[config.mk]
export PLATFORM = sky130hd
export DESIGN_NAME = deadline_timer_queue_top
export DESIGN_NICKNAME = d
export VERILOG_FILES = /design/src/sv/dtq_pkg.sv /design/src/sv/dtq_slot_store.sv /design/src/sv/dtq_select.sv /design/src/sv/deadline_timer_queue_top.sv
export SDC_FILE = /design/constraint.sdc
export NUM_CORES = 2
export LEC_CHECK = 0
export BUFFER_PORTS_ARGS = -buffer_cell sky130_fd_sc_hd__buf_2
export CAP_MARGIN = 5
export CORE_UTILIZATION = 30
export DETAILED_ROUTE_END_ITERATION = 12
export PLACE_DENSITY = 0.43
export SLEW_MARGIN = 20
export SYNTH_ARGS = -nofsm -noshare
export SYNTH_HDL_FRONTEND = slang
export SYNTH_SLANG_ARGS = --single-unit
[constraint.sdc]
create_clock -name clk -period 5.9 [get_ports clk]
set_clock_uncertainty 0.15 [all_clocks]
set_input_delay 0.59 -clock clk [delete_from_list [all_inputs] [get_ports clk]]
set_output_delay 0.59 -clock clk [all_outputs]
set_load 0.01 [all_outputs]
[src/sv/dtq_pkg.sv]
`timescale 1ns / 1ps
`default_nettype none

package dtq_pkg;

    localparam int IdW    = 16;
    localparam int DurW   = 32;
    localparam int TimeW  = 48;
    localparam int CmdW   = 2;
    localparam int KindW  = 2;
    localparam int MaxRes = 16;
    localparam int FcntW  = $clog2(MaxRes + 1);

    typedef enum logic [CmdW-1:0] {
        CMD_TICK   = 2'd0,
        CMD_ADD    = 2'd1,
        CMD_CANCEL = 2'd2,
        CMD_NONE   = 2'd3
    } cmd_t;

    typedef enum logic [KindW-1:0] {
        KIND_ADD    = 2'd0,
        KIND_CANCEL = 2'd1,
        KIND_EXPIRE = 2'd2
    } kind_t;

    typedef enum logic [1:0] {
        ST_IDLE,
        ST_SCAN,
        ST_FINISH,
        ST_FLUSH
    } state_t;

    typedef struct packed {
        logic [IdW-1:0]   id;
        logic [TimeW-1:0] deadline;
    } slot_ent_t;

endpackage

`default_nettype wire

[src/sv/dtq_slot_store.sv]
`timescale 1ns / 1ps
`default_nettype none

module dtq_slot_store #(
    parameter int SLOTS = 16,
    parameter int IdxW  = $clog2(SLOTS)
) (
    input  wire logic                clk,
    input  wire logic                rst_n,
    input  wire logic [IdxW-1:0]     rd_addr,
    input  wire logic                wr_en,
    input  wire logic                clr_en,
    input  wire logic [IdxW-1:0]     upd_addr,
    input  wire dtq_pkg::slot_ent_t  wr_ent,
    output logic                     rd_valid_reg,
    output dtq_pkg::slot_ent_t       rd_ent_reg
);
    import dtq_pkg::*;

    logic [SLOTS-1:0] valid_reg;
    logic [SLOTS-1:0] valid_next;
    slot_ent_t        mem [SLOTS];

    always_comb
    begin
        valid_next = valid_reg;
        if (wr_en)
        begin
            valid_next[upd_addr] = 1'b1;
        end
        if (clr_en)
        begin
            valid_next[upd_addr] = 1'b0;
        end
    end

    always_ff @(posedge clk or negedge rst_n)
    begin
        if (!rst_n)
        begin
            valid_reg    <= '0;
            rd_valid_reg <= 1'b0;
        end
        else
        begin
            valid_reg    <= valid_next;
            rd_valid_reg <= valid_reg[rd_addr];
        end
    end

    always_ff @(posedge clk)
    begin
        if (wr_en)
        begin
            mem[upd_addr] <= wr_ent;
        end
        rd_ent_reg <= mem[rd_addr];
    end

endmodule

`default_nettype wire

[src/sv/dtq_select.sv]
`timescale 1ns / 1ps
`default_nettype none

module dtq_select #(
    parameter int SLOTS = 16,
    parameter int IdxW  = $clog2(SLOTS)
) (
    input  wire logic                       clk,
    input  wire logic                       rst_n,
    input  wire logic                       start,
    input  wire logic                       cmp_en,
    input  wire dtq_pkg::cmd_t              cmd,
    input  wire logic [dtq_pkg::TimeW-1:0]  now,
    input  wire logic [dtq_pkg::IdW-1:0]    tid,
    input  wire logic [IdxW-1:0]            cmp_idx,
    input  wire logic                       rd_valid,
    input  wire dtq_pkg::slot_ent_t         rd_ent,
    output logic                            found_reg,
    output logic [IdxW-1:0]                 best_idx_reg,
    output dtq_pkg::slot_ent_t              best_ent_reg
);
    import dtq_pkg::*;

    logic take;
    logic earlier;

    // On a tick the earliest due deadline wins, then the lower id, and an
    // exact tie keeps the lower slot. Add and cancel take the first match.
    always_comb
    begin
        earlier = (rd_ent.deadline < best_ent_reg.deadline) ||
                  ((rd_ent.deadline == best_ent_reg.deadline) &&
                   (rd_ent.id < best_ent_reg.id));
        unique case (cmd)
            CMD_TICK:   take = rd_valid && (rd_ent.deadline <= now) &&
                               (!found_reg || earlier);
            CMD_ADD:    take = !rd_valid && !found_reg;
            CMD_CANCEL: take = rd_valid && (rd_ent.id == tid) && !found_reg;
            default:    take = 1'b0;
        endcase
    end

    always_ff @(posedge clk or negedge rst_n)
    begin
        if (!rst_n)
        begin
            found_reg <= 1'b0;
        end
        else if (start)
        begin
            found_reg <= 1'b0;
        end
        else if (cmp_en && take)
        begin
            found_reg <= 1'b1;
        end
    end

    always_ff @(posedge clk)
    begin
        if (cmp_en && take)
        begin
            best_idx_reg <= cmp_idx;
            best_ent_reg <= rd_ent;
        end
    end

endmodule

`default_nettype wire

[src/sv/deadline_timer_queue_top.sv]
`timescale 1ns / 1ps
`default_nettype none

// Channel  Direction  Handshake             Payload
// in       input      in_valid / in_stall   cmd, duration, cancel_id
// out      output     out_valid / out_stall kind, res_id, ok, last
//
// Every add, cancel or tick runs a pass over all slots through the slot memory read port and
// the shared compare unit. A tick runs one more pass after each expiry that it finds: a tick
// that expires k timers, below the limit of 16, runs k + 1 passes, and one that reaches the
// limit of 16 expiries runs 16 passes.
// An unused command is taken and gives no item.
// Reset clears time, the id counter and all slot valid bits at once.
// A result held by out_stall blocks the sequencer only when it must emit the next item.

module deadline_timer_queue_top #(
    parameter int SLOTS = 16
) (
    input  wire logic                       clk,
    input  wire logic                       rst_n,
    input  wire logic                       in_valid,
    output logic                            in_stall,
    input  wire logic [dtq_pkg::CmdW-1:0]   cmd,
    input  wire logic [dtq_pkg::DurW-1:0]   duration,
    input  wire logic [dtq_pkg::IdW-1:0]    cancel_id,
    output logic                            out_valid,
    input  wire logic                       out_stall,
    output logic [dtq_pkg::KindW-1:0]       kind,
    output logic [dtq_pkg::IdW-1:0]         res_id,
    output logic                            ok,
    output logic                            last
);
    import dtq_pkg::*;

    localparam int IdxW = $clog2(SLOTS);
    localparam int CntW = $clog2(SLOTS + 1);

    state_t               state_reg;
    state_t               state_next;
    cmd_t                 cmd_reg;
    logic [IdW-1:0]       tid_reg;
    logic [DurW-1:0]      dur_reg;
    logic [TimeW-1:0]     now_reg;
    logic [IdW-1:0]       next_id_reg;
    logic [CntW-1:0]      idx_reg;
    logic                 cmp_vld_reg;
    logic [IdxW-1:0]      cmp_idx_reg;
    logic                 pend_vld_reg;
    logic [IdW-1:0]       pend_id_reg;
    logic [FcntW-1:0]     fcnt_reg;
    logic                 out_valid_reg;
    kind_t                kind_reg;
    logic [IdW-1:0]       id_res_reg;
    logic                 ok_reg;
    logic                 last_reg;

    logic                 accept;
    logic                 out_free;
    logic                 tick_go;
    logic                 last_round;
    logic                 scan_end;
    logic                 start;
    logic                 emit;
    kind_t                e_kind;
    logic [IdW-1:0]       e_id;
    logic                 e_ok;
    logic                 e_last;
    logic                 wr_en;
    logic                 clr_en;
    logic                 pend_load;
    logic                 id_inc;
    slot_ent_t            wr_ent;
    logic                 rd_valid;
    slot_ent_t            rd_ent;
    logic                 found;
    logic [IdxW-1:0]      best_idx;
    slot_ent_t            best_ent;

    always_comb
    begin
        in_stall    = (state_reg != ST_IDLE);
        accept      = in_valid && !in_stall;
        out_free    = !out_valid_reg || !out_stall;
        tick_go     = !pend_vld_reg || out_free;
        last_round  = (fcnt_reg == FcntW'(MaxRes - 1));
        scan_end    = (idx_reg == CntW'(SLOTS));
        wr_ent.id       = next_id_reg;
        wr_ent.deadline = now_reg + TimeW'(dur_reg);
    end

    always_comb
    begin
        state_next = state_reg;
        unique case (state_reg)
            ST_IDLE:
            begin
                if (accept && (cmd_t'(cmd) != CMD_NONE))
                begin
                    state_next = ST_SCAN;
                end
            end
            ST_SCAN:
            begin
                if (scan_end)
                begin
                    state_next = ST_FINISH;
                end
            end
            ST_FINISH:
            begin
                unique case (cmd_reg)
                    CMD_ADD, CMD_CANCEL:
                    begin
                        if (out_free)
                        begin
                            state_next = ST_IDLE;
                        end
                    end
                    CMD_TICK:
                    begin
                        if (tick_go)
                        begin
                            if (!found)
                            begin
                                state_next = ST_IDLE;
                            end
                            else if (last_round)
                            begin
                                state_next = ST_FLUSH;
                            end
                            else
                            begin
                                state_next = ST_SCAN;
                            end
                        end
                    end
                    CMD_NONE:
                    begin
                        state_next = ST_IDLE;
                    end
                endcase
            end
            ST_FLUSH:
            begin
                if (out_free)
                begin
                    state_next = ST_IDLE;
                end
            end
        endcase
    end

    always_comb
    begin
        start     = 1'b0;
        emit      = 1'b0;
        e_kind    = KIND_EXPIRE;
        e_id      = pend_id_reg;
        e_ok      = 1'b1;
        e_last    = 1'b1;
        wr_en     = 1'b0;
        clr_en    = 1'b0;
        pend_load = 1'b0;
        id_inc    = 1'b0;
        unique case (state_reg)
            ST_IDLE:
            begin
                start = accept && (cmd_t'(cmd) != CMD_NONE);
            end
            ST_SCAN:
            begin
                start = 1'b0;
            end
            ST_FINISH:
            begin
                unique case (cmd_reg)
                    CMD_ADD:
                    begin
                        emit   = out_free;
                        e_kind = KIND_ADD;
                        e_id   = found ? next_id_reg : '0;
                        e_ok   = found;
                        wr_en  = out_free && found;
                        id_inc = out_free && found;
                    end
                    CMD_CANCEL:
                    begin
                        emit   = out_free;
                        e_kind = KIND_CANCEL;
                        e_id   = tid_reg;
                        e_ok   = found;
                        clr_en = out_free && found;
                    end
                    CMD_TICK:
                    begin
                        // The previous expiry is held back until it is known
                        // whether another one follows it.
                        emit   = tick_go && pend_vld_reg;
                        e_last = !found;
                        if (tick_go && found)
                        begin
                            clr_en    = 1'b1;
                            pend_load = 1'b1;
                            start     = !last_round;
                        end
                    end
                    CMD_NONE:
                    begin
                        emit = 1'b0;
                    end
                endcase
            end
            ST_FLUSH:
            begin
                emit = out_free;
            end
        endcase
    end

    always_ff @(posedge clk or negedge rst_n)
    begin
        if (!rst_n)
        begin
            state_reg     <= ST_IDLE;
            now_reg       <= '0;
            next_id_reg   <= '0;
            idx_reg       <= '0;
            cmp_vld_reg   <= 1'b0;
            pend_vld_reg  <= 1'b0;
            fcnt_reg      <= '0;
            out_valid_reg <= 1'b0;
        end
        else
        begin
            state_reg   <= state_next;
            cmp_vld_reg <= (state_reg == ST_SCAN) && !scan_end;
            if (accept && (cmd_t'(cmd) == CMD_TICK))
            begin
                now_reg <= now_reg + TimeW'(1);
            end
            if (id_inc)
            begin
                next_id_reg <= next_id_reg + IdW'(1);
            end
            if (start)
            begin
                idx_reg <= '0;
            end
            else if ((state_reg == ST_SCAN) && !scan_end)
            begin
                idx_reg <= idx_reg + CntW'(1);
            end
            if (accept)
            begin
                pend_vld_reg <= 1'b0;
                fcnt_reg     <= '0;
            end
            else if (pend_load)
            begin
                pend_vld_reg <= 1'b1;
                fcnt_reg     <= fcnt_reg + FcntW'(1);
            end
            if (emit)
            begin
                out_valid_reg <= 1'b1;
            end
            else if (!out_stall)
            begin
                out_valid_reg <= 1'b0;
            end
        end
    end

    always_ff @(posedge clk)
    begin
        if (accept)
        begin
            cmd_reg <= cmd_t'(cmd);
            tid_reg <= cancel_id;
            dur_reg <= duration;
        end
        cmp_idx_reg <= idx_reg[IdxW-1:0];
        if (pend_load)
        begin
            pend_id_reg <= best_ent.id;
        end
        if (emit)
        begin
            kind_reg   <= e_kind;
            id_res_reg <= e_id;
            ok_reg     <= e_ok;
            last_reg   <= e_last;
        end
    end

    dtq_slot_store #(
        .SLOTS (SLOTS),
        .IdxW  (IdxW)
    ) u_store (
        .clk          (clk),
        .rst_n        (rst_n),
        .rd_addr      (idx_reg[IdxW-1:0]),
        .wr_en        (wr_en),
        .clr_en       (clr_en),
        .upd_addr     (best_idx),
        .wr_ent       (wr_ent),
        .rd_valid_reg (rd_valid),
        .rd_ent_reg   (rd_ent)
    );

    dtq_select #(
        .SLOTS (SLOTS),
        .IdxW  (IdxW)
    ) u_select (
        .clk          (clk),
        .rst_n        (rst_n),
        .start        (start),
        .cmp_en       (cmp_vld_reg),
        .cmd          (cmd_reg),
        .now          (now_reg),
        .tid          (tid_reg),
        .cmp_idx      (cmp_idx_reg),
        .rd_valid     (rd_valid),
        .rd_ent       (rd_ent),
        .found_reg    (found),
        .best_idx_reg (best_idx),
        .best_ent_reg (best_ent)
    );

    assign out_valid    = out_valid_reg;
    assign kind         = kind_reg;
    assign res_id       = id_res_reg;
    assign ok           = ok_reg;
    assign last         = last_reg;

    a_emit_free: assert property (@(posedge clk) disable iff (!rst_n)
        emit |-> (!out_valid_reg || !out_stall))
        else $error("result loaded while a held result was not taken");

    a_pend_tick: assert property (@(posedge clk) disable iff (!rst_n)
        pend_vld_reg && (state_reg != ST_IDLE) |-> (cmd_reg == CMD_TICK))
        else $error("pending expiry outside a tick");

    a_flush_pend: assert property (@(posedge clk) disable iff (!rst_n)
        (state_reg == ST_FLUSH) |-> pend_vld_reg && (fcnt_reg == FcntW'(MaxRes)))
        else $error("flush without a full set of expiries");

    a_scan_compare: assert property (@(posedge clk) disable iff (!rst_n)
        (state_reg == ST_FINISH) |-> !cmp_vld_reg)
        else $error("compare still running at the end of a pass");

endmodule

`default_nettype wire

== Word level (Yosys, flattened, before mapping) ==
Memories as Yosys holds them, arrays and structs flattened. A register that Yosys moved wholly into a read port is not among the register bits.
Index checks and enable logic that the tools add are counted.
Widths: inputs -> output; s select.
Word-level totals
  output and inout port bits: 22
  register bits after elaboration: 255
  logic and storage cells: 134
  input bits: 54
  bits in writable memories: 1024
  memories: 1
Memory list
  u_store.mem: depth 16, width 64, read ports 1, clocked after memory_dff 1, wr ports 1, line dtq_slot_store.sv:22  | slot_ent_t mem [SLOTS];
Operators by class
  add/sub/neg operators: 5
  reductions and logical operators: 38
  bitwise logic cells: 3
  mux-type cells: 43
  equality and inequality tests: 15
  magnitude comparators: 6
Operator list (number)
  $mux 16: 4
  $add 48x1->48 const B: 1
  $add 48x32->48: 1
  $eq 48x48->1: 1
  $le 48x48->1: 1
  $lt 48x48->1: 1
  $pmux 16 s2: 1
  $mux 5: 4
  $mux 1: 18
  $add 16x1->16 const B: 1
  $and 16x16->16: 1
  $eq 16x16->1: 1
  $lt 16x16->1: 1
  $not 16->16: 1
  $or 16x16->16: 1
  $logic_and 1x1->1: 15
  $mux 2: 6
  $add 5x1->5 const B: 2
  $lt 4x5->1 const B: 2
  $eq 2x2->1 const B: 4
  $logic_not 1->1: 8
  $pmux 2 s4: 1
  $reduce_bool 2->1: 4
  $logic_not 2->1: 3
  17 further kinds: 27

== Depth between registers and ports, before layout ==
  depth in word-level cells: 9
  depth in mapped cells: 11

== Cells and area by module ==
From an unflattened synthesis, not the netlist that was laid out.
Second synthesis, totals
  cell total of the unflattened synthesis: 2995
  area, all modules: 54253.3 um^2
Modules (own cells, without submodules)
  dtq_slot_store: area an instance 40356.2 um^2, cells each 1698, times used 1
  deadline_timer_queue_top: area an instance 8775.9 um^2, cells each 795, times used 1
  dtq_select: area an instance 5121.2 um^2, cells each 502, times used 1

== Worst setup path after synthesis ==
Ideal clock, no wire load.
  path type: flip-flop to flip-flop
  start: register cmd_reg[1]
  end: memory u_store.mem[15][0] in the netlist's numbering, enable pin
  arrival: 4.298 ns
  stages on the path, launching flop included: 9
  setup time: 0.488 ns
  data required time: 5.262 ns
  path slack: 0.964 ns
  path through: edfxtp_1 inv_1 ha_1 and2_1 clkbuf_1 and3_1 clkbuf_1 nand3_1 nor2_1
On the way
  cells in the longest elaborated chain, start to end: 5
Ends and longest elaborated chain
  start: declaration: line deadline_timer_queue_top.sv:40  | cmd_t cmd_reg;
  start signal: assignment: line deadline_timer_queue_top.sv:278  | cmd_reg <= cmd_t'(cmd);
  $eq 2x1->1: line deadline_timer_queue_top.sv:176  | unique case (cmd_reg)
  $mux 1: line deadline_timer_queue_top.sv:176
  $mux 1: line deadline_timer_queue_top.sv:165  | unique case (state_reg)
  $mux 1: line dtq_slot_store.sv:53  | if (wr_en)
  $mux 1 (not written as such): line dtq_slot_store.sv:55  | mem[upd_addr] <= wr_ent;
  end: declaration: line dtq_slot_store.sv:22
No other way between the ends.

==> impl_metrics.ini <==
[grt]
grt_use_total_pct = 16.10
grt_pass1_vias = 29140
grt_max_degree = 89
antenna_found_initial = 3
grt_overflow = 0
grt_pass1_wl_um = 208900

[worst_setup_path]
cp.arrival_ps = 4930
cp-start-kind = register
path_cells = ha_1, inv_1, fa_1, nand2b_1, a21oi_1, o211ai_1, a2111oi_0, buf_4, o21a_1, o22ai_2, o21ai_0, xnor2_1
path_max_fanout = 16
critPathCaptureType = register
crit_slowest_cell = xnor2_1
cp_slowest_stage_delay_ps = 870
required_ps = 6160
worstSetupPathType = reg -> reg
cp_num_buf_inv = 2
crit_family = compound AO/OA/AOI/OAI gates

[synthesis]
synth_common_cells = edfxtp_1, mux4_2, ha_1
synth_nets = 3027
synth_edf_count = 1178
syn_area_um2 = 54030
synth_top_cell_area_share_pct = 65.47
synth_top_family_by_area = multiplexers
post-synth-top-area-cell = edfxtp_1
synthTopCellsByArea = edfxtp_1, mux4_2, dfrtp_1, ha_1, dfxtp_1
synthDistinctLibCells = 67
synth.most_common_cell = edfxtp_1
seq_area_frac_synth_pct = 72.48
syn_inst = 2819
synthMuxAreaShare_pct = 13.59
ys_warn_count = 0
synth-simple-area-share_pct = 3.411
synth_fa_ha_area_share_pct = 3.580
async_flop_share_pct = 7.223
yosys.area_share.xor_xnor_pct = 2.075
synth_compound_gate_area_share_pct = 3.196
postSynthAreaPerCell_um2 = 19.17
synth-seq-cells = 1343
synth_ff_type = edfxtp_1

[timing]
tightestPinTransition_ps = 1099
setup-tns-final_ps = 0
fin_crit_ps = 4673
setup_viol = 0
slew_headroom_pct = 26.23
rsz0062_at_grt = false
finalHoldViolations = 0
min_period_over_period_pct = 79.20
slew_viol_final = 0
max_clock_freq_ghz = 0.2140

[floorplan]
core_um2 = 178600
dieArea_um2 = 181800
io_pins = 76
rows = 155
die_h_um = 426.4
initial_utilization_pct = 30.25
dieWidth_um = 426.4

[clock_network]
clkTransAtPathRegs_ps = 60
post_cts.resized_instances = 0
cts_tree = yes
clock_latency_ps = 790
clock_tree.buffer_depth = 3
cts_hold_buf = 51
clock_sinks = 1343
cts_made_buffers = 150
cts-htree-levels = 4
root_buffer = clkbuf_16
postCtsSetupRepairBufs = 0

[status]
status = completed

[routing]
ant_nets = 0
drt_iter0_drc = 2181
drcViolationCount = 0
wirelength_um = 144500
firstDrtPassIters = 5
vias_per_cell = 4.882
drt-wirelength-per-cell_um = 26.04
vias = 27100

[final_layout]
syn_to_final_growth_pct = 18.00
fin_nets = 3274
stdcell_area_um2 = 63760
n_antenna_cell = 0
instances_no_fill = 5550
largest_reg_flops = 1024
final_util_pct = 35.70
layout-drive-gt1-share_pct = 24.35

[power]
p_per_area_nw_per_um2 = 407.1
total_leakage_power_nw = 21.46
peakVddDrop_mv = 0.3105
p_total_mw = 25.95

[placement]
io_buffers = 75
gp_congestion = 0.8038
placed_cell_area_um2 = 57830
post-dp-hpwl_um = 85090
dp.cells = 5218

[flow_run]
max-cap-violations = 0

[worst_hold_path]
worstHoldPathType = in -> reg
==> kinds of logic (layout without fill, tap and decap cells) <==
group	Yosys count	in the layout
flops	1343	1343
simple gates	359	359
mux	327	327
compound gates	273	273
buf+inv	235	611
fa+ha+maj	154	154
xor+xnor	128	128
==> through the flow <==
step	hold WS, ps	worst slack, ps
after floorplan	144.4	964.1
after global placement	237.0	1325
after detailed placement	239.7	1220
after CTS	20.40	1195
after global routing	8.850	949.8
final	38.63	1227
==> area by class of cell <==
cell class                 count  area [um2]
fill                       16510      114900
sequential                  1343       39180
multi-input combinational   1241       14350
clock buffer                 198        4140
tap                         2355        2947
timing repair buffer         195        1544
clock inverter                83        1092
inverter                     135       506.7
==> worst reg2reg max path, stage by stage (launching register included) <==
cell       delay, ps
dfrtp_1          450
ha_1             240
inv_1             70
fa_1             230
nand2b_1         150
a21oi_1          130
o211ai_1         440
a2111oi_0        230
buf_4            200
o21a_1           200
o22ai_2          700
o21ai_0          250
xnor2_1          870
==> final timing paths <==
path	cells past startpoint	slack (ps)	startpoint	end
worst max-delay path	12	1230	now_reg[0]$_DFFE_PN0P_	u_store.mem[11][40]$_DFFE_PP_
worst min-delay path	1	40	duration[29]	dur_reg[29]$_DFFE_PP_
worst max register to register	12	1230	now_reg[0]$_DFFE_PN0P_	u_store.mem[11][40]$_DFFE_PP_
worst min register to register	0	250	cmp_idx_reg[1]$_DFF_P_	u_select.best_idx_reg[1]$_DFFE_PP_
max in group asynchronous	3	3840	rst_n	idx_reg[2]$_DFFE_PN0P_
min in group asynchronous	2	250	rst_n	out_valid$_DFFE_PN0P_
==> report_power, final <==
| group | switching (mW) | leakage, nW | internal [mW] |
|---|---|---|---|
| registers | 0.526 | 12.7 | 11.3 |
| logic | 2.47 | 6.24 | 1.83 |
| clock network | 3.90 | 2.55 | 5.91 |
==> routing by layer <==
| layer | vias to the layer above | part of all wire (%) | global-route usage, % |
|---|---|---|---|
| met4 | 0 | 2.0 | 4.098 |
| li1 | 11800 | - | - |
| met2 | 520 | 50 | 27.60 |
| met3 | 176 | 3.4 | 2.322 |
| met5 | - | 0 | 0 |
| met1 | 14600 | 44 | 21.34 |
==> cells in the final DEF (no fill, tap or decap), types with 10 or more instances in the layout <==
| cell | count |
|---|---|
| nor3_1 | 17 |
| buf_4 | 59 |
| nand3_1 | 30 |
| o22a_1 | 12 |
| clkinv_2 | 29 |
| ha_1 | 153 |
| o21a_1 | 12 |
| edfxtp_1 | 1178 |
| inv_1 | 133 |
| a22oi_1 | 16 |
| clkbuf_8 | 10 |
| xnor2_1 | 85 |
| o21ai_0 | 66 |
| dlygate4sd3_1 | 51 |
| buf_2 | 74 |
| nand2_1 | 91 |
| xnor2_2 | 20 |
| nor2b_1 | 17 |
| nor2_1 | 70 |
| clkbuf_1 | 33 |
| a21o_1 | 42 |
| nand4_1 | 45 |
| clkinv_1 | 15 |
| nor2_4 | 16 |
| bufinv_16 | 21 |
| o211ai_1 | 10 |
| dfxtp_1 | 68 |
| nand2b_1 | 11 |
| xor2_1 | 14 |
| a21oi_1 | 74 |
| buf_12 | 11 |
| dfrtp_1 | 93 |
| and3_1 | 18 |
| mux4_2 | 325 |
| clkbuf_16 | 155 |
No activity file was read; power rests on OpenSTA's default activity.
